**src/hw/rtl/evad_pkg.sv**
```systemverilog
// ----------------------------------------------------------------------------
// evad_pkg - shared types and constants for the energy VAD
// Register map, register reset values, fixed field widths and the control
// structs passed between the datapath modules.
// ----------------------------------------------------------------------------
package evad_pkg;

  localparam int ALPHA_W     = 16;  // hpf_alpha, Q0.16
  localparam int THR_W       = 24;  // energy_threshold, 1/256 LSB units
  localparam int ACC_W       = 34;  // energy accumulator / energy_total
  localparam int SEEN_W      = 17;  // samples_seen field
  localparam int THR_SHIFT   = 8;   // threshold fraction bits
  localparam int ROUND_SHIFT = 16;  // Q0.16 product scaling
  localparam int CFG_IDX_W   = 2;
  localparam int CFG_DATA_W  = 24;

  localparam logic [ACC_W-1:0]   ACC_MAX        = '1;
  localparam logic               RST_HPF_ENABLE = 1'b1;
  localparam logic [ALPHA_W-1:0] RST_HPF_ALPHA  = 16'd63060;
  localparam logic [THR_W-1:0]   RST_THRESHOLD  = 24'd839;

  typedef enum logic [CFG_IDX_W-1:0] {
    REG_HPF_ENABLE       = 2'd0,
    REG_HPF_ALPHA        = 2'd1,
    REG_ENERGY_THRESHOLD = 2'd2
  } cfg_reg_t;

  typedef struct packed {
    logic               hpf_enable;
    logic [ALPHA_W-1:0] hpf_alpha;
    logic [THR_W-1:0]   energy_threshold;
  } cfg_t;

  // one sample moving down the pipe
  typedef struct packed {
    logic valid;
    logic last;
  } item_ctl_t;

  // decision stage occupancy, seen by the accumulator stage
  typedef struct packed {
    logic take;  // can load a finished buffer this cycle
    logic full;  // product and output registers both occupied
  } dec_stat_t;

endpackage

```
**src/hw/rtl/evad_if.sv**
```systemverilog
// ----------------------------------------------------------------------------
// evad_if - channel interfaces of the energy VAD
// Sample input stream, result stream and register write channel, each a
// valid/ready channel with source and sink modports.
// ----------------------------------------------------------------------------
interface evad_in_if #(
  parameter int SAMPLE_BITS = 16
) ();
  logic                          valid;
  logic                          ready;
  logic signed [SAMPLE_BITS-1:0] sample;
  logic                          last;

  modport source (output valid, sample, last, input ready);
  modport sink   (input valid, sample, last, output ready);
endinterface

interface evad_out_if
  import evad_pkg::*;
();
  logic              valid;
  logic              ready;
  logic              speech_detected;
  logic [ACC_W-1:0]  energy_total;
  logic [SEEN_W-1:0] samples_seen;

  modport source (output valid, speech_detected, energy_total, samples_seen, input ready);
  modport sink   (input valid, speech_detected, energy_total, samples_seen, output ready);
endinterface

interface evad_cfg_if
  import evad_pkg::*;
();
  logic                  valid;
  logic                  ready;
  logic [CFG_IDX_W-1:0]  index;
  logic [CFG_DATA_W-1:0] data;

  modport source (output valid, index, data, input ready);
  modport sink   (input valid, index, data, output ready);
endinterface

```
**src/hw/rtl/evad_cfg_regs.sv**
```systemverilog
// ----------------------------------------------------------------------------
// evad_cfg_regs - configuration registers
// Filter enable, filter coefficient and energy threshold; write-only port,
// always ready, unknown indexes are dropped.
// ----------------------------------------------------------------------------
module evad_cfg_regs
  import evad_pkg::*;
(
  input  logic       clk,
  input  logic       rst_n,
  evad_cfg_if.sink   cfg_if,
  output cfg_t       cfg
);

  cfg_t cfg_r;
  cfg_t cfg_nxt;

  assign cfg_if.ready = 1'b1;
  assign cfg          = cfg_r;

  always_comb begin
    cfg_nxt = cfg_r;
    if (cfg_if.valid) begin
      case (cfg_if.index)
        REG_HPF_ENABLE:       cfg_nxt.hpf_enable       = cfg_if.data[0];
        REG_HPF_ALPHA:        cfg_nxt.hpf_alpha        = cfg_if.data[ALPHA_W-1:0];
        REG_ENERGY_THRESHOLD: cfg_nxt.energy_threshold = cfg_if.data[THR_W-1:0];
        default:              cfg_nxt = cfg_r;
      endcase
    end
  end

  always_ff @(posedge clk) begin
    if (!rst_n) begin
      cfg_r.hpf_enable       <= RST_HPF_ENABLE;
      cfg_r.hpf_alpha        <= RST_HPF_ALPHA;
      cfg_r.energy_threshold <= RST_THRESHOLD;
    end else begin
      cfg_r <= cfg_nxt;
    end
  end

endmodule

```
**src/hw/rtl/evad_hpf.sv**
```systemverilog
// ----------------------------------------------------------------------------
// evad_hpf - input register and one-pole high-pass filter
// y = sat(round(alpha * (y_prev + x - x_prev) / 2^16)); first sample of a
// buffer, or filter off, passes x through. Emits |y| per sample.
// ----------------------------------------------------------------------------
module evad_hpf
  import evad_pkg::*;
#(
  parameter int SAMPLE_BITS = 16
) (
  input  logic                          clk,
  input  logic                          rst_n,
  input  logic                          adv,
  input  logic                          in_valid,
  input  logic signed [SAMPLE_BITS-1:0] in_sample,
  input  logic                          in_last,
  input  cfg_t                          cfg,
  output item_ctl_t                     item,
  output logic [SAMPLE_BITS+1:0]        mag
);

  localparam int Y_W = SAMPLE_BITS + 2;          // filter output width
  localparam int S_W = Y_W + 1;                  // y_prev + x - x_prev
  localparam int P_W = S_W + ALPHA_W + 1;        // signed product
  localparam int R_W = P_W + 1;                  // product plus rounding half
  localparam int Q_W = R_W - ROUND_SHIFT;        // scaled, before saturation

  item_ctl_t                     in_ctl_r;
  logic signed [SAMPLE_BITS-1:0] x_r;
  item_ctl_t                     out_ctl_r;
  logic [Y_W-1:0]                mag_r;

  logic signed [SAMPLE_BITS-1:0] prev_raw_r;
  logic signed [Y_W-1:0]         y_r;
  logic                          start_r;

  logic signed [S_W-1:0] diff;
  logic signed [P_W-1:0] prod;
  logic signed [R_W-1:0] rnd;
  logic signed [Q_W-1:0] q;
  logic                  q_fits;
  logic signed [Y_W-1:0] y_filt;
  logic signed [Y_W-1:0] y_nxt;
  logic [Y_W-1:0]        mag_nxt;
  logic                  in_fire;

  assign in_fire = in_valid && adv;
  assign item    = out_ctl_r;
  assign mag     = mag_r;

  always_comb begin
    diff = {y_r[Y_W-1], y_r}
         + {{(S_W-SAMPLE_BITS){x_r[SAMPLE_BITS-1]}}, x_r}
         - {{(S_W-SAMPLE_BITS){prev_raw_r[SAMPLE_BITS-1]}}, prev_raw_r};
    prod = diff * $signed({1'b0, cfg.hpf_alpha});
    // round half up: floor((p + 2^15) / 2^16)
    rnd  = {prod[P_W-1], prod} + (R_W'(1) << (ROUND_SHIFT-1));
    q    = rnd[R_W-1:ROUND_SHIFT];
    q_fits = (&q[Q_W-1:Y_W-1]) || !(|q[Q_W-1:Y_W-1]);
    if (q_fits) begin
      y_filt = q[Y_W-1:0];
    end else if (q[Q_W-1]) begin
      y_filt = {1'b1, {(Y_W-1){1'b0}}};
    end else begin
      y_filt = {1'b0, {(Y_W-1){1'b1}}};
    end
    if (cfg.hpf_enable && !start_r) begin
      y_nxt = y_filt;
    end else begin
      y_nxt = {{2{x_r[SAMPLE_BITS-1]}}, x_r};
    end
    mag_nxt = y_nxt[Y_W-1] ? (~y_nxt + 1'b1) : y_nxt;
  end

  always_ff @(posedge clk) begin
    if (!rst_n) begin
      in_ctl_r   <= '0;
      out_ctl_r  <= '0;
      prev_raw_r <= '0;
      y_r        <= '0;
      start_r    <= 1'b1;
    end else if (adv) begin
      in_ctl_r.valid <= in_fire;
      in_ctl_r.last  <= in_last;
      out_ctl_r      <= in_ctl_r;
      if (in_ctl_r.valid) begin
        y_r        <= y_nxt;
        prev_raw_r <= x_r;
        start_r    <= in_ctl_r.last;
      end
    end
  end

  always_ff @(posedge clk) begin
    if (adv) begin
      x_r   <= in_sample;
      mag_r <= mag_nxt;
    end
  end

endmodule

```
**src/hw/rtl/evad_energy.sv**
```systemverilog
// ----------------------------------------------------------------------------
// evad_energy - energy accumulator and sample counter
// Saturating sum of |y| and sample count per buffer; on the last word the
// totals move to a holding register for the decision stage.
// ----------------------------------------------------------------------------
module evad_energy
  import evad_pkg::*;
#(
  parameter int MAX_SAMPLES = 65536,
  parameter int SAMPLE_BITS = 16
) (
  input  logic                               clk,
  input  logic                               rst_n,
  input  item_ctl_t                          item,
  input  logic [SAMPLE_BITS+1:0]             mag,
  input  dec_stat_t                          dstat,
  output logic                               adv,
  output logic                               fin_valid,
  output logic [ACC_W-1:0]                   fin_acc,
  output logic [$clog2(MAX_SAMPLES+1)-1:0]   fin_cnt
);

  localparam int CNT_W = $clog2(MAX_SAMPLES + 1);
  localparam logic [CNT_W-1:0] CNT_MAX = CNT_W'(MAX_SAMPLES);

  logic [ACC_W-1:0] acc_r;
  logic [CNT_W-1:0] cnt_r;
  logic             fin_valid_r;
  logic [ACC_W-1:0] fin_acc_r;
  logic [CNT_W-1:0] fin_cnt_r;

  logic [ACC_W:0]   acc_sum;
  logic [ACC_W-1:0] acc_nxt;
  logic [CNT_W-1:0] cnt_nxt;
  logic             step;
  logic             done;

  // hold the sample pipe only when every result slot is occupied
  assign adv  = !(fin_valid_r && dstat.full);
  assign step = adv && item.valid;
  assign done = step && item.last;

  assign fin_valid = fin_valid_r;
  assign fin_acc   = fin_acc_r;
  assign fin_cnt   = fin_cnt_r;

  always_comb begin
    acc_sum = {1'b0, acc_r} + (ACC_W+1)'(mag);
    acc_nxt = acc_sum[ACC_W] ? ACC_MAX : acc_sum[ACC_W-1:0];
    cnt_nxt = (cnt_r == CNT_MAX) ? cnt_r : cnt_r + 1'b1;
  end

  always_ff @(posedge clk) begin
    if (!rst_n) begin
      acc_r       <= '0;
      cnt_r       <= '0;
      fin_valid_r <= 1'b0;
    end else begin
      fin_valid_r <= (fin_valid_r && !dstat.take) || done;
      if (step) begin
        if (item.last) begin
          acc_r <= '0;
          cnt_r <= '0;
        end else begin
          acc_r <= acc_nxt;
          cnt_r <= cnt_nxt;
        end
      end
    end
  end

  always_ff @(posedge clk) begin
    if (done) begin
      fin_acc_r <= acc_nxt;
      fin_cnt_r <= cnt_nxt;
    end
  end

endmodule

```
**src/hw/rtl/evad_decide.sv**
```systemverilog
// ----------------------------------------------------------------------------
// evad_decide - threshold decision and result register
// threshold * count is registered, then compared against 256 * sum; the
// verdict and totals sit in the output register until taken.
// ----------------------------------------------------------------------------
module evad_decide
  import evad_pkg::*;
#(
  parameter int MAX_SAMPLES = 65536
) (
  input  logic                             clk,
  input  logic                             rst_n,
  input  cfg_t                             cfg,
  input  logic                             fin_valid,
  input  logic [ACC_W-1:0]                 fin_acc,
  input  logic [$clog2(MAX_SAMPLES+1)-1:0] fin_cnt,
  output dec_stat_t                        dstat,
  evad_out_if.source                       out_if
);

  localparam int CNT_W  = $clog2(MAX_SAMPLES + 1);
  localparam int PROD_W = THR_W + CNT_W;
  localparam int LHS_W  = ACC_W + THR_SHIFT;
  localparam int CMP_W  = (PROD_W > LHS_W) ? PROD_W : LHS_W;
  localparam int EXT_W  = CNT_W + SEEN_W;

  logic              prod_valid_r;
  logic [PROD_W-1:0] prod_r;
  logic [ACC_W-1:0]  prod_acc_r;
  logic [CNT_W-1:0]  prod_cnt_r;

  logic              out_valid_r;
  logic              speech_r;
  logic [ACC_W-1:0]  energy_r;
  logic [SEEN_W-1:0] seen_r;

  logic              out_ok;
  logic              take;
  logic              prod_move;
  logic              fin_move;
  logic [PROD_W-1:0] prod_nxt;
  logic [CMP_W-1:0]  lhs;
  logic [CMP_W-1:0]  rhs;
  logic [EXT_W-1:0]  cnt_ext;

  assign out_ok    = !out_valid_r || out_if.ready;
  assign take      = !prod_valid_r || out_ok;
  assign prod_move = prod_valid_r && out_ok;
  assign fin_move  = fin_valid && take;

  assign dstat.take = take;
  assign dstat.full = prod_valid_r && out_valid_r;

  assign out_if.valid           = out_valid_r;
  assign out_if.speech_detected = speech_r;
  assign out_if.energy_total    = energy_r;
  assign out_if.samples_seen    = seen_r;

  always_comb begin
    prod_nxt = PROD_W'(cfg.energy_threshold) * PROD_W'(fin_cnt);
    lhs      = CMP_W'({prod_acc_r, {THR_SHIFT{1'b0}}});
    rhs      = CMP_W'(prod_r);
    cnt_ext  = EXT_W'(prod_cnt_r);
  end

  always_ff @(posedge clk) begin
    if (!rst_n) begin
      prod_valid_r <= 1'b0;
      out_valid_r  <= 1'b0;
    end else begin
      prod_valid_r <= fin_move || (prod_valid_r && !out_ok);
      out_valid_r  <= prod_move || (out_valid_r && !out_if.ready);
    end
  end

  always_ff @(posedge clk) begin
    if (fin_move) begin
      prod_r     <= prod_nxt;
      prod_acc_r <= fin_acc;
      prod_cnt_r <= fin_cnt;
    end
    if (prod_move) begin
      speech_r <= (lhs >= rhs);
      energy_r <= prod_acc_r;
      seen_r   <= cnt_ext[SEEN_W-1:0];
    end
  end

endmodule

```
**src/hw/rtl/energy_vad_with_highpass.sv**
```systemverilog
// ----------------------------------------------------------------------------
// energy_vad_with_highpass - energy threshold voice activity detector
// Optional one-pole high-pass filter, per-buffer energy sum and decision.
// ----------------------------------------------------------------------------
// Usage:
//   in_if   : one audio sample per word, signed SAMPLE_BITS, with a last flag
//             that closes the buffer.
//   out_if  : one word per buffer: speech flag, saturated sum of |y| and the
//             sample count (saturated at MAX_SAMPLES, low 17 bits shown).
//   cfg_if  : register writes (0 filter enable, 1 alpha Q0.16, 2 threshold in
//             1/256 LSB); always ready, write only while the block is idle.
//   Throughput: one sample word per cycle while in_if.ready is high, set
//   by the filter feedback loop (multiply, round, saturate) around y_r.
//   Result path: the last sample of a buffer passes the input reg, filter,
//   accumulator, product and output registers before the word is valid.
//   Reset: registers go to their defaults, filter and sums clear, the next
//   sample starts a new buffer.
//   Stall: up to three finished buffers are held (accumulator, product and
//   output stages); in_if.ready drops only when all three are occupied.
// ----------------------------------------------------------------------------
module energy_vad_with_highpass
  import evad_pkg::*;
#(
  parameter int MAX_SAMPLES = 65536,
  parameter int SAMPLE_BITS = 16
) (
  input  logic       clk,
  input  logic       rst_n,
  evad_in_if.sink    in_if,
  evad_out_if.source out_if,
  evad_cfg_if.sink   cfg_if
);

  localparam int CNT_W = $clog2(MAX_SAMPLES + 1);

  cfg_t                   cfg;
  logic                   adv;
  item_ctl_t              item;
  logic [SAMPLE_BITS+1:0] mag;
  dec_stat_t              dstat;
  logic                   fin_valid;
  logic [ACC_W-1:0]       fin_acc;
  logic [CNT_W-1:0]       fin_cnt;

  // sample pipe advances unless every result slot is full
  assign in_if.ready = adv;

  evad_cfg_regs u_cfg (
    .clk    (clk),
    .rst_n  (rst_n),
    .cfg_if (cfg_if),
    .cfg    (cfg)
  );

  evad_hpf #(
    .SAMPLE_BITS (SAMPLE_BITS)
  ) u_hpf (
    .clk       (clk),
    .rst_n     (rst_n),
    .adv       (adv),
    .in_valid  (in_if.valid),
    .in_sample (in_if.sample),
    .in_last   (in_if.last),
    .cfg       (cfg),
    .item      (item),
    .mag       (mag)
  );

  evad_energy #(
    .MAX_SAMPLES (MAX_SAMPLES),
    .SAMPLE_BITS (SAMPLE_BITS)
  ) u_energy (
    .clk       (clk),
    .rst_n     (rst_n),
    .item      (item),
    .mag       (mag),
    .dstat     (dstat),
    .adv       (adv),
    .fin_valid (fin_valid),
    .fin_acc   (fin_acc),
    .fin_cnt   (fin_cnt)
  );

  // decision: 256 * sum >= threshold * count
  evad_decide #(
    .MAX_SAMPLES (MAX_SAMPLES)
  ) u_decide (
    .clk       (clk),
    .rst_n     (rst_n),
    .cfg       (cfg),
    .fin_valid (fin_valid),
    .fin_acc   (fin_acc),
    .fin_cnt   (fin_cnt),
    .dstat     (dstat),
    .out_if    (out_if)
  );

endmodule
```
**src/flat_wrapper.sv**
```systemverilog
// flat-port wrapper written by rule: the top's interface ports become plain ports
module energy_vad_with_highpass_flat import evad_pkg::*;
#(
  parameter int MAX_SAMPLES = 65536,
  parameter int SAMPLE_BITS = 16
)
  (clk, rst_n, in_if_valid, in_if_sample, in_if_last, in_if_ready, out_if_valid, out_if_speech_detected, out_if_energy_total, out_if_samples_seen, out_if_ready, cfg_if_valid, cfg_if_index, cfg_if_data, cfg_if_ready);
  evad_in_if #(.SAMPLE_BITS(SAMPLE_BITS)) in_if_i ();
  evad_out_if out_if_i ();
  evad_cfg_if cfg_if_i ();
  input  logic clk;
  input  logic rst_n;
  input wire logic [$bits(in_if_i.valid)-1:0] in_if_valid;
  input wire logic [$bits(in_if_i.sample)-1:0] in_if_sample;
  input wire logic [$bits(in_if_i.last)-1:0] in_if_last;
  output wire logic [$bits(in_if_i.ready)-1:0] in_if_ready;
  output wire logic [$bits(out_if_i.valid)-1:0] out_if_valid;
  output wire logic [$bits(out_if_i.speech_detected)-1:0] out_if_speech_detected;
  output wire logic [$bits(out_if_i.energy_total)-1:0] out_if_energy_total;
  output wire logic [$bits(out_if_i.samples_seen)-1:0] out_if_samples_seen;
  input wire logic [$bits(out_if_i.ready)-1:0] out_if_ready;
  input wire logic [$bits(cfg_if_i.valid)-1:0] cfg_if_valid;
  input wire logic [$bits(cfg_if_i.index)-1:0] cfg_if_index;
  input wire logic [$bits(cfg_if_i.data)-1:0] cfg_if_data;
  output wire logic [$bits(cfg_if_i.ready)-1:0] cfg_if_ready;
  assign in_if_i.valid = in_if_valid;
  assign in_if_i.sample = in_if_sample;
  assign in_if_i.last = in_if_last;
  assign in_if_ready = in_if_i.ready;
  assign out_if_valid = out_if_i.valid;
  assign out_if_speech_detected = out_if_i.speech_detected;
  assign out_if_energy_total = out_if_i.energy_total;
  assign out_if_samples_seen = out_if_i.samples_seen;
  assign out_if_i.ready = out_if_ready;
  assign cfg_if_i.valid = cfg_if_valid;
  assign cfg_if_i.index = cfg_if_index;
  assign cfg_if_i.data = cfg_if_data;
  assign cfg_if_ready = cfg_if_i.ready;
  energy_vad_with_highpass #(.MAX_SAMPLES(MAX_SAMPLES), .SAMPLE_BITS(SAMPLE_BITS)) u_core (.clk(clk), .rst_n(rst_n), .in_if(in_if_i), .out_if(out_if_i), .cfg_if(cfg_if_i));
endmodule
```
**config.mk**
```make
export PLATFORM = sky130hd
export DESIGN_NAME = energy_vad_with_highpass_flat
export DESIGN_NICKNAME = d
export VERILOG_FILES = /design/src/hw/rtl/evad_pkg.sv /design/src/hw/rtl/evad_if.sv /design/src/hw/rtl/evad_cfg_regs.sv /design/src/hw/rtl/evad_hpf.sv /design/src/hw/rtl/evad_energy.sv /design/src/hw/rtl/evad_decide.sv /design/src/hw/rtl/energy_vad_with_highpass.sv /design/src/flat_wrapper.sv
export SDC_FILE = /design/constraint.sdc
export NUM_CORES = 2
export LEC_CHECK = 0
export BUFFER_PORTS_ARGS = -buffer_cell sky130_fd_sc_hd__buf_4
export CORE_MARGIN = 2
export CORE_UTILIZATION = 40
export DETAILED_ROUTE_END_ITERATION = 10
export GPL_TIMING_DRIVEN = 0
export SETUP_SLACK_MARGIN = 0.1
export SYNTH_ARGS = -nofsm -noshare
export SYNTH_HDL_FRONTEND = slang
export SYNTH_SLANG_ARGS = --single-unit
```
**constraint.sdc**
```tcl
create_clock -name clk -period 12.15 [get_ports clk]
set_clock_uncertainty 0.15 [all_clocks]
set_input_delay 1.215 -clock clk [delete_from_list [all_inputs] [get_ports clk]]
set_output_delay 1.215 -clock clk [all_outputs]
set_load 0.05 [all_outputs]
```
Word-level counts from Yosys, hierarchy flattened
Cells that the tools add are included.
W data, S select, Z words.

cells by class
  muxes and demuxes = 8
  reduce and logical (&&, ||, !) cells = 32
  bitwise logic cells = 2
  multipliers = 2
  equal/unequal tests = 3
  shifts and indexed selects = 0
  divide/modulo/power cells = 0
  add/sub/neg operators = 6
  magnitude comparators = 1

operators with widths
  kind                      count
  $mux W34                  2
  $mux W18                  3
  $mux W17                  3
  $ge A42 B41 Y1            1
  $mul A24 B17 Y41          1
  $add A36 B17 Y37 const B  1
  $mul A19 B17 Y36          1
  $add A34 B18 Y35          1
  $add A18 B16 Y19          1
  $sub A19 B19 Y19          1
  $add A18 B1 Y18 const B   1
  $not A18 Y18              1
  $add A17 B1 Y17 const B   1
  $eq A17 B17 Y1 const B    1
  $logic_and A1 B1 Y1       11
  $logic_not A1 Y1          8
  $reduce_and A2 Y1         4
  $logic_or A1 B1 Y1        6
  $reduce_and A4 Y1         1
  $reduce_or A4 Y1          1
  $eq A2 B1 Y1 const B      1
  $eq A2 B2 Y1 const B      1
  $logic_not A2 Y1          1
  $not A1 Y1                1

word-level totals
  flip-flop bits (word level) = 363
  memory bits (writable) = 0
  word-level logic and storage cells = 80
  ROM bits = 0
  memories kept = 0
  latch bits = 0
  output and inout bits = 55
  bits of input ports = 48

Longest topological paths before layout
  depth in word-level cells = 12
  mapped depth = 47

By module
From an unflattened synthesis, not the netlist that was laid out.

unflattened totals
  cells, all modules = 4349
  area, all modules = 41919.0 µm²

modules (own cells, without submodules)
  module         times used  area each (µm²)  cells each  sequential area each (µm²)
  evad_decide    1           18526.5          1814        4364.2
  evad_hpf       1           16515.8          1856        1801.7
  evad_energy    1           5180.0           503         2572.5
  evad_cfg_regs  1           1696.6           176         820.8

Least setup slack after synthesis
OpenSTA, ideal clock, no wires.

  path type = reg-to-reg
  start = register u_core.u_hpf.x_r[1]
  end = register u_core.u_hpf.mag_r[14], in the netlist u_core.u_hpf.mag[14] (data pin)
  path slack = 0.772 ns
  required time = 11.730 ns
  path buffers = 3
  setup time = 0.270 ns
  cell stages (with the launch flop) = 46
  arrival time = 10.959 ns
  clock period less this slack = 11.378 ns
  cells stage by stage = edfxtp_1 > inv_1 > fa_1 > inv_1 > fa_1 > a21o_1 > a21oi_1 > o21bai_1 > a21oi_1 > o21bai_1 > a21oi_1 > o21bai_1 > a21oi_1 > nand2b_1 > a2111o_1 > and3_1 > clkbuf_1 > nor3_1 > [... 10 more ...] > fa_1 > inv_1 > ha_1 > a21o_1 > a21o_1 > a2111oi_2 > o41ai_1 > or3_1 > o21bai_2 > xnor2_2 > a311oi_2 > buf_6 > inv_1 > a221oi_1 > ha_1 > nand3_1 > o41ai_2 > xor2_1

between the ends
  cells in the longest elaborated chain, start to end = 12
  elaborated cells on any way between the ends = 14
  those cells by class = add/sub: 4; mul: 1; mux: 4; bitwise: 1; reduce/logical: 4

RTL lines
  item                                RTL line        source
  from (decl)                         evad_hpf.sv:29  logic signed [SAMPLE_BITS-1:0] x_r;
  from (signal assigned)              evad_hpf.sv:96  x_r <= in_sample;
  $add A18 B16 Y19                    evad_hpf.sv:53  + {{(S_W-SAMPLE_BITS){x_r[SAMPLE_BITS-1]}}, x_r}
  $sub A19 B19 Y19                    evad_hpf.sv:54  - {{(S_W-SAMPLE_BITS){prev_raw_r[SAMPLE_BITS-1]}}, prev_raw_r};
  $mul A19 B17 Y36                    evad_hpf.sv:55  prod = diff * $signed({1'b0, cfg.hpf_alpha});
  $add A36 B17 Y37                    evad_hpf.sv:57  rnd = {prod[P_W-1], prod} + (R_W'(1) << (ROUND_SHIFT-1));
  $reduce_or A4 Y1                    evad_hpf.sv:59  q_fits = (&q[Q_W-1:Y_W-1]) || !(|q[Q_W-1:Y_W-1]);
  $logic_not A1 Y1                    evad_hpf.sv:59
  $logic_or A1 B1 Y1                  evad_hpf.sv:59
  $mux W18                            evad_hpf.sv:60  if (q_fits) begin
  $mux W18 (*)                        evad_hpf.sv:67  if (cfg.hpf_enable && !start_r) begin
  $not A18 Y18                        evad_hpf.sv:72  mag_nxt = y_nxt[Y_W-1] ? (~y_nxt + 1'b1) : y_nxt;
  $add A18 B1 Y18                     evad_hpf.sv:72
  $mux W17 (*)                        evad_hpf.sv:72
  named net u_core.u_hpf.mag_nxt[14]  evad_hpf.sv:44  logic [Y_W-1:0] mag_nxt;
  to (signal assigned)                evad_hpf.sv:97  mag_r <= mag_nxt;
  to (decl)                           evad_hpf.sv:31  logic [Y_W-1:0] mag_r;

Mark *: on every way through the listed nets, which the timed path passes. The rest lies on a longest branch.
A chain may end at the register's enable or synchronous reset.

Worst setup path after layout
  start = register u_core.u_hpf.x_r[1]
  end = register u_core.u_hpf.mag_r[15], in the netlist u_core.u_hpf.mag[15] (data pin)

The elaborated chain is that of the path after synthesis.

==> results.yml <==
outcome:
  status: "completed"
die:
  design.core.area_um2: 102000
  die_h_um: 325
  floorplan.die.width_um: 325
  floorplan.rows: 117
  design.die.area_um2: 105000
  design.portCount: 103
  start_util_pct: 40.4
layout:
  layout.cells.most_common: "sky130_fd_sc_hd__inv_1"
  final_nets: 5516
  fillCellCount: 9941
  final_core_utilization_pct: 44.9
  most-common-layout-cells: "sky130_fd_sc_hd__inv_1 (863), sky130_fd_sc_hd__nand2_1 (662), sky130_fd_sc_hd__fa_1 (648)"
  layout.cell_area.non_filler_um2: 45700
  area_growth_syn_to_layout_pct: 11.2
  drive_gt1_share_pct: 6.78
setup_path:
  critical_path_class: "register to register"
  cp_slowest_cell: "sky130_fd_sc_hd__fa_1"
  cp_data_required_time_ns: 12.29
  worstPathMaxFanout: 10
  critPathLaunch: "u_core.u_hpf.x_r[1]"
  setup.worst_path.start_class: "register"
  worst_r2r_startpoint: "u_core.u_hpf.x_r[1]"
  timing.critical_path.arrival_ns: 11.72
  critical_path.max_stage_delay_ns: 0.59
  critPathMostFrequentCell: "sky130_fd_sc_hd__fa_1"
  end_kind: "register"
worst_hold_path:
  min_from: "u_core.u_energy.fin_acc[25]"
  min_path_type: "register to register"
synth:
  synth_sequential_area_ratio_pct: 23.2
  netlist_area_um2: 41100
  netlist-cell-type-count: 83
  yosys_warnings: 0
  ys_ff_latch: 363
  yosys_most_used_dff: "sky130_fd_sc_hd__edfxtp_1"
  number_of_synthesized_flops_with_an_enable_pin: 229
  post_synth_inst_count: 4356
  postSynth.asyncResetShare_pct: 0
  synthesis.nets: 5346
  post_synth.cell_area_avg_um2: 9.44
place:
  placed_cell_area_um2: 43800
  dp_hpwl_um: 93000
  port-buffer-count: 101
  globalplace.congestion: 0.909
route:
  detail_route.wl_per_cell_um: 19.2
  route.detailed.drc: 0
  detailroute.via_count: 30065
  post_drt_via_cell_ratio: 5.07
  number_of_detailed_route_iterations_in_the_first_pass: 5
  ant_nets: 0
  detailedRoute.firstIterationViolations: 2096
  routed_wl_um: 114000
global_route:
  grt_start_max_net_pins: 41
  antenna_found_initial: 9
  grt_overflow: 0
  first_pass_grt_wire_length_um: 179000
  grt_use_total_pct: 22.1
  number_of_global_route_vias_before_repair: 31122
sta:
  setup_viol_count_final: 0
  post-route-period-util_pct: 95.3
  rsz_0062_raised_after_global_routing: "no"
  period_needed_ns: 11.58
  final.hold.worst_slack_ns: 0.267
  slew_headroom_pct: 11.5
  timing_hold_violations_final: 0
  timing_worst_slew_pin_value_ns: 1.32
  report.final.slew_viol_count: 0
  fmax_mhz: 86.3
clock_network:
  sink_count_of_the_clock_tree: 363
  clock_path_buffers: 3
  clk_transition_reported_paths_ns: 0.06
  clock_latency_ns: 0.60
  ctsRootBufferMaster: "sky130_fd_sc_hd__clkbuf_16"
  tritoncts: "done"
  numCtsBuffers: 39
  cts.htree.levels: 2
flow_run:
  drv_cap: 0
flip-flops by register name, indices dropped and copies added, names as in the netlist:
| name | cells |
|---|---|
| u_core.u_decide.prod_cnt_r | 17 |
| u_core.u_hpf.in_ctl_r | 2 |
| u_core.u_decide.out_if.energy_total | 34 |
| u_core.u_cfg.cfg | 41 |
| u_core.u_energy.fin_acc | 34 |
| u_core.u_hpf.start_r | 1 |
| u_core.u_decide.out_if.valid | 1 |
| u_core.u_decide.out_if.samples_seen | 17 |
| u_core.u_decide.prod_acc_r | 34 |
| u_core.u_energy.fin_cnt | 17 |
| u_core.u_hpf.prev_raw_r | 16 |
| u_core.u_energy.fin_valid | 1 |
| u_core.u_decide.prod_r | 41 |
| u_core.u_hpf.y_r | 18 |
| u_core.u_hpf.mag | 18 |
| u_core.u_energy.cnt_r | 17 |
| u_core.u_decide.out_if.speech_detected | 1 |
| u_core.u_energy.acc_r | 34 |
| u_core.u_decide.prod_valid_r | 1 |
| u_core.u_hpf.item | 2 |
| u_core.u_hpf.x_r | 16 |
worst max-delay path: cells and delay by family (launching register included):
kind | cells | cell delay [ns]
AOI/OAI and AO/OA | 16 | 3.85
xor gates and xnor gates | 1 | 0.43
adders and majority gates | 9 | 4.42
buffers and inverters | 8 | 1.11
DFF | 1 | 0.54
and+or+nand+nor | 5 | 0.79
worst paths after layout:
| check | depth (start not counted) | slack, ns | end |
|---|---|---|---|
| setup / recovery | 39 | 0.57 | u_core.u_hpf.mag[15] |
| hold / removal | 0 | 0.27 | u_core.u_decide.prod_acc_r[25] |
| setup reg to reg | 39 | 0.57 | u_core.u_hpf.mag[15] |
| hold reg to reg | 0 | 0.27 | u_core.u_decide.prod_acc_r[25] |
kinds of logic (layout without fill, tap and decap cells):
family,Yosys count,in the layout,synth area share [%]
other,1,3,0.00912
xor gates and xnor gates,139,139,2.98
buffers and inverters,1061,1262,9.72
adders and majority gates,945,945,40.6
muxes,27,27,0.691
AOI/OAI and AO/OA,466,466,7.37
DFF,363,363,23.2
and+or+nand+nor,1354,1354,15.4
layout make-up:
type | instances | area, µm² | share of cell area [%]
buffer | 196 | 808 | 1.77
tap | 1368 | 1710 | 3.74
multi-input combinational | 2932 | 27900 | 61.1
sequential | 363 | 9560 | 20.9
antenna | 2 | 5.00 | 0.0109
clock buffer | 50 | 1070 | 2.33
clock inverter | 22 | 300 | 0.657
inverter | 865 | 3250 | 7.10
timing repair buffer | 129 | 1100 | 2.40
per-layer routing:
layer / wire, µm / GRT usage, %
met5: 41 / 0
met4: 5220 / 9.03
met3: 8210 / 4.29
met2: 52500 / 35.4
met1: 48000 / 29.3
timing repair:
| action | in CTS | in global routing |
|---|---|---|
| pin swaps | 2 | 15 |
| gates cloned | 0 | 0 |
| endpoints found under the setup margin | 35 | 24 |
| setup buffers | 3 | 18 |
| resized for setup | 37 | 76 |
| hold buffers | 0 | 0 |
stage by stage:
stage	worst slack (ns)	instances	setup TNS, ns
3_5_place_dp	-1.23	5832	-17.97
6_report	0.565	5927	0
4_1_cts	0.0535	5907	0
5_1_grt	0.0773	5927	0
2_1_floorplan	0.772	4356	0
3_3_place_gp	-1.16	5825	-29.52
cell usage after synthesis (all sizes together) (3+ instances only):
cell | n | area, µm²
nand2b | 40 | 250
dfxtp | 134 | 2680
o21ai | 71 | 355
xor2 | 34 | 298
or2 | 13 | 81.3
a31oi | 9 | 62.6
mux2i | 16 | 160
a21oi | 181 | 910
o211ai | 10 | 75.1
nand3b | 3 | 22.5
xnor2 | 105 | 927
o2111ai | 4 | 41.3
nand3 | 55 | 275
nor3 | 50 | 250
buf | 7 | 40.0
ha | 292 | 3650
nor4 | 9 | 71.3
fa | 650 | 13000
o31ai | 7 | 52.6
nand4 | 23 | 144
o21bai | 19 | 146
o21a | 12 | 90.1
a211o | 8 | 70.1
maj3 | 3 | 30.0
a311oi | 12 | 129
and4 | 5 | 43.8
clkbuf | 189 | 709
or3 | 9 | 61.3
nor3b | 4 | 35.0
a221oi | 7 | 61.3
a21boi | 6 | 45.0
inv | 865 | 3250
a211oi | 26 | 200
edfxtp | 229 | 6880
and3 | 15 | 93.8
nand2 | 663 | 2490
o22ai | 4 | 25.0
mux2 | 11 | 124
nor2 | 162 | 608
a21o | 36 | 270
o41ai | 4 | 50.1
and2 | 276 | 1730
nor2b | 23 | 144
a22oi | 27 | 203
Power is left out: the tool's default activity adds up to more than one toggle a clock period on the data nets, which glitch-free logic cannot reach.
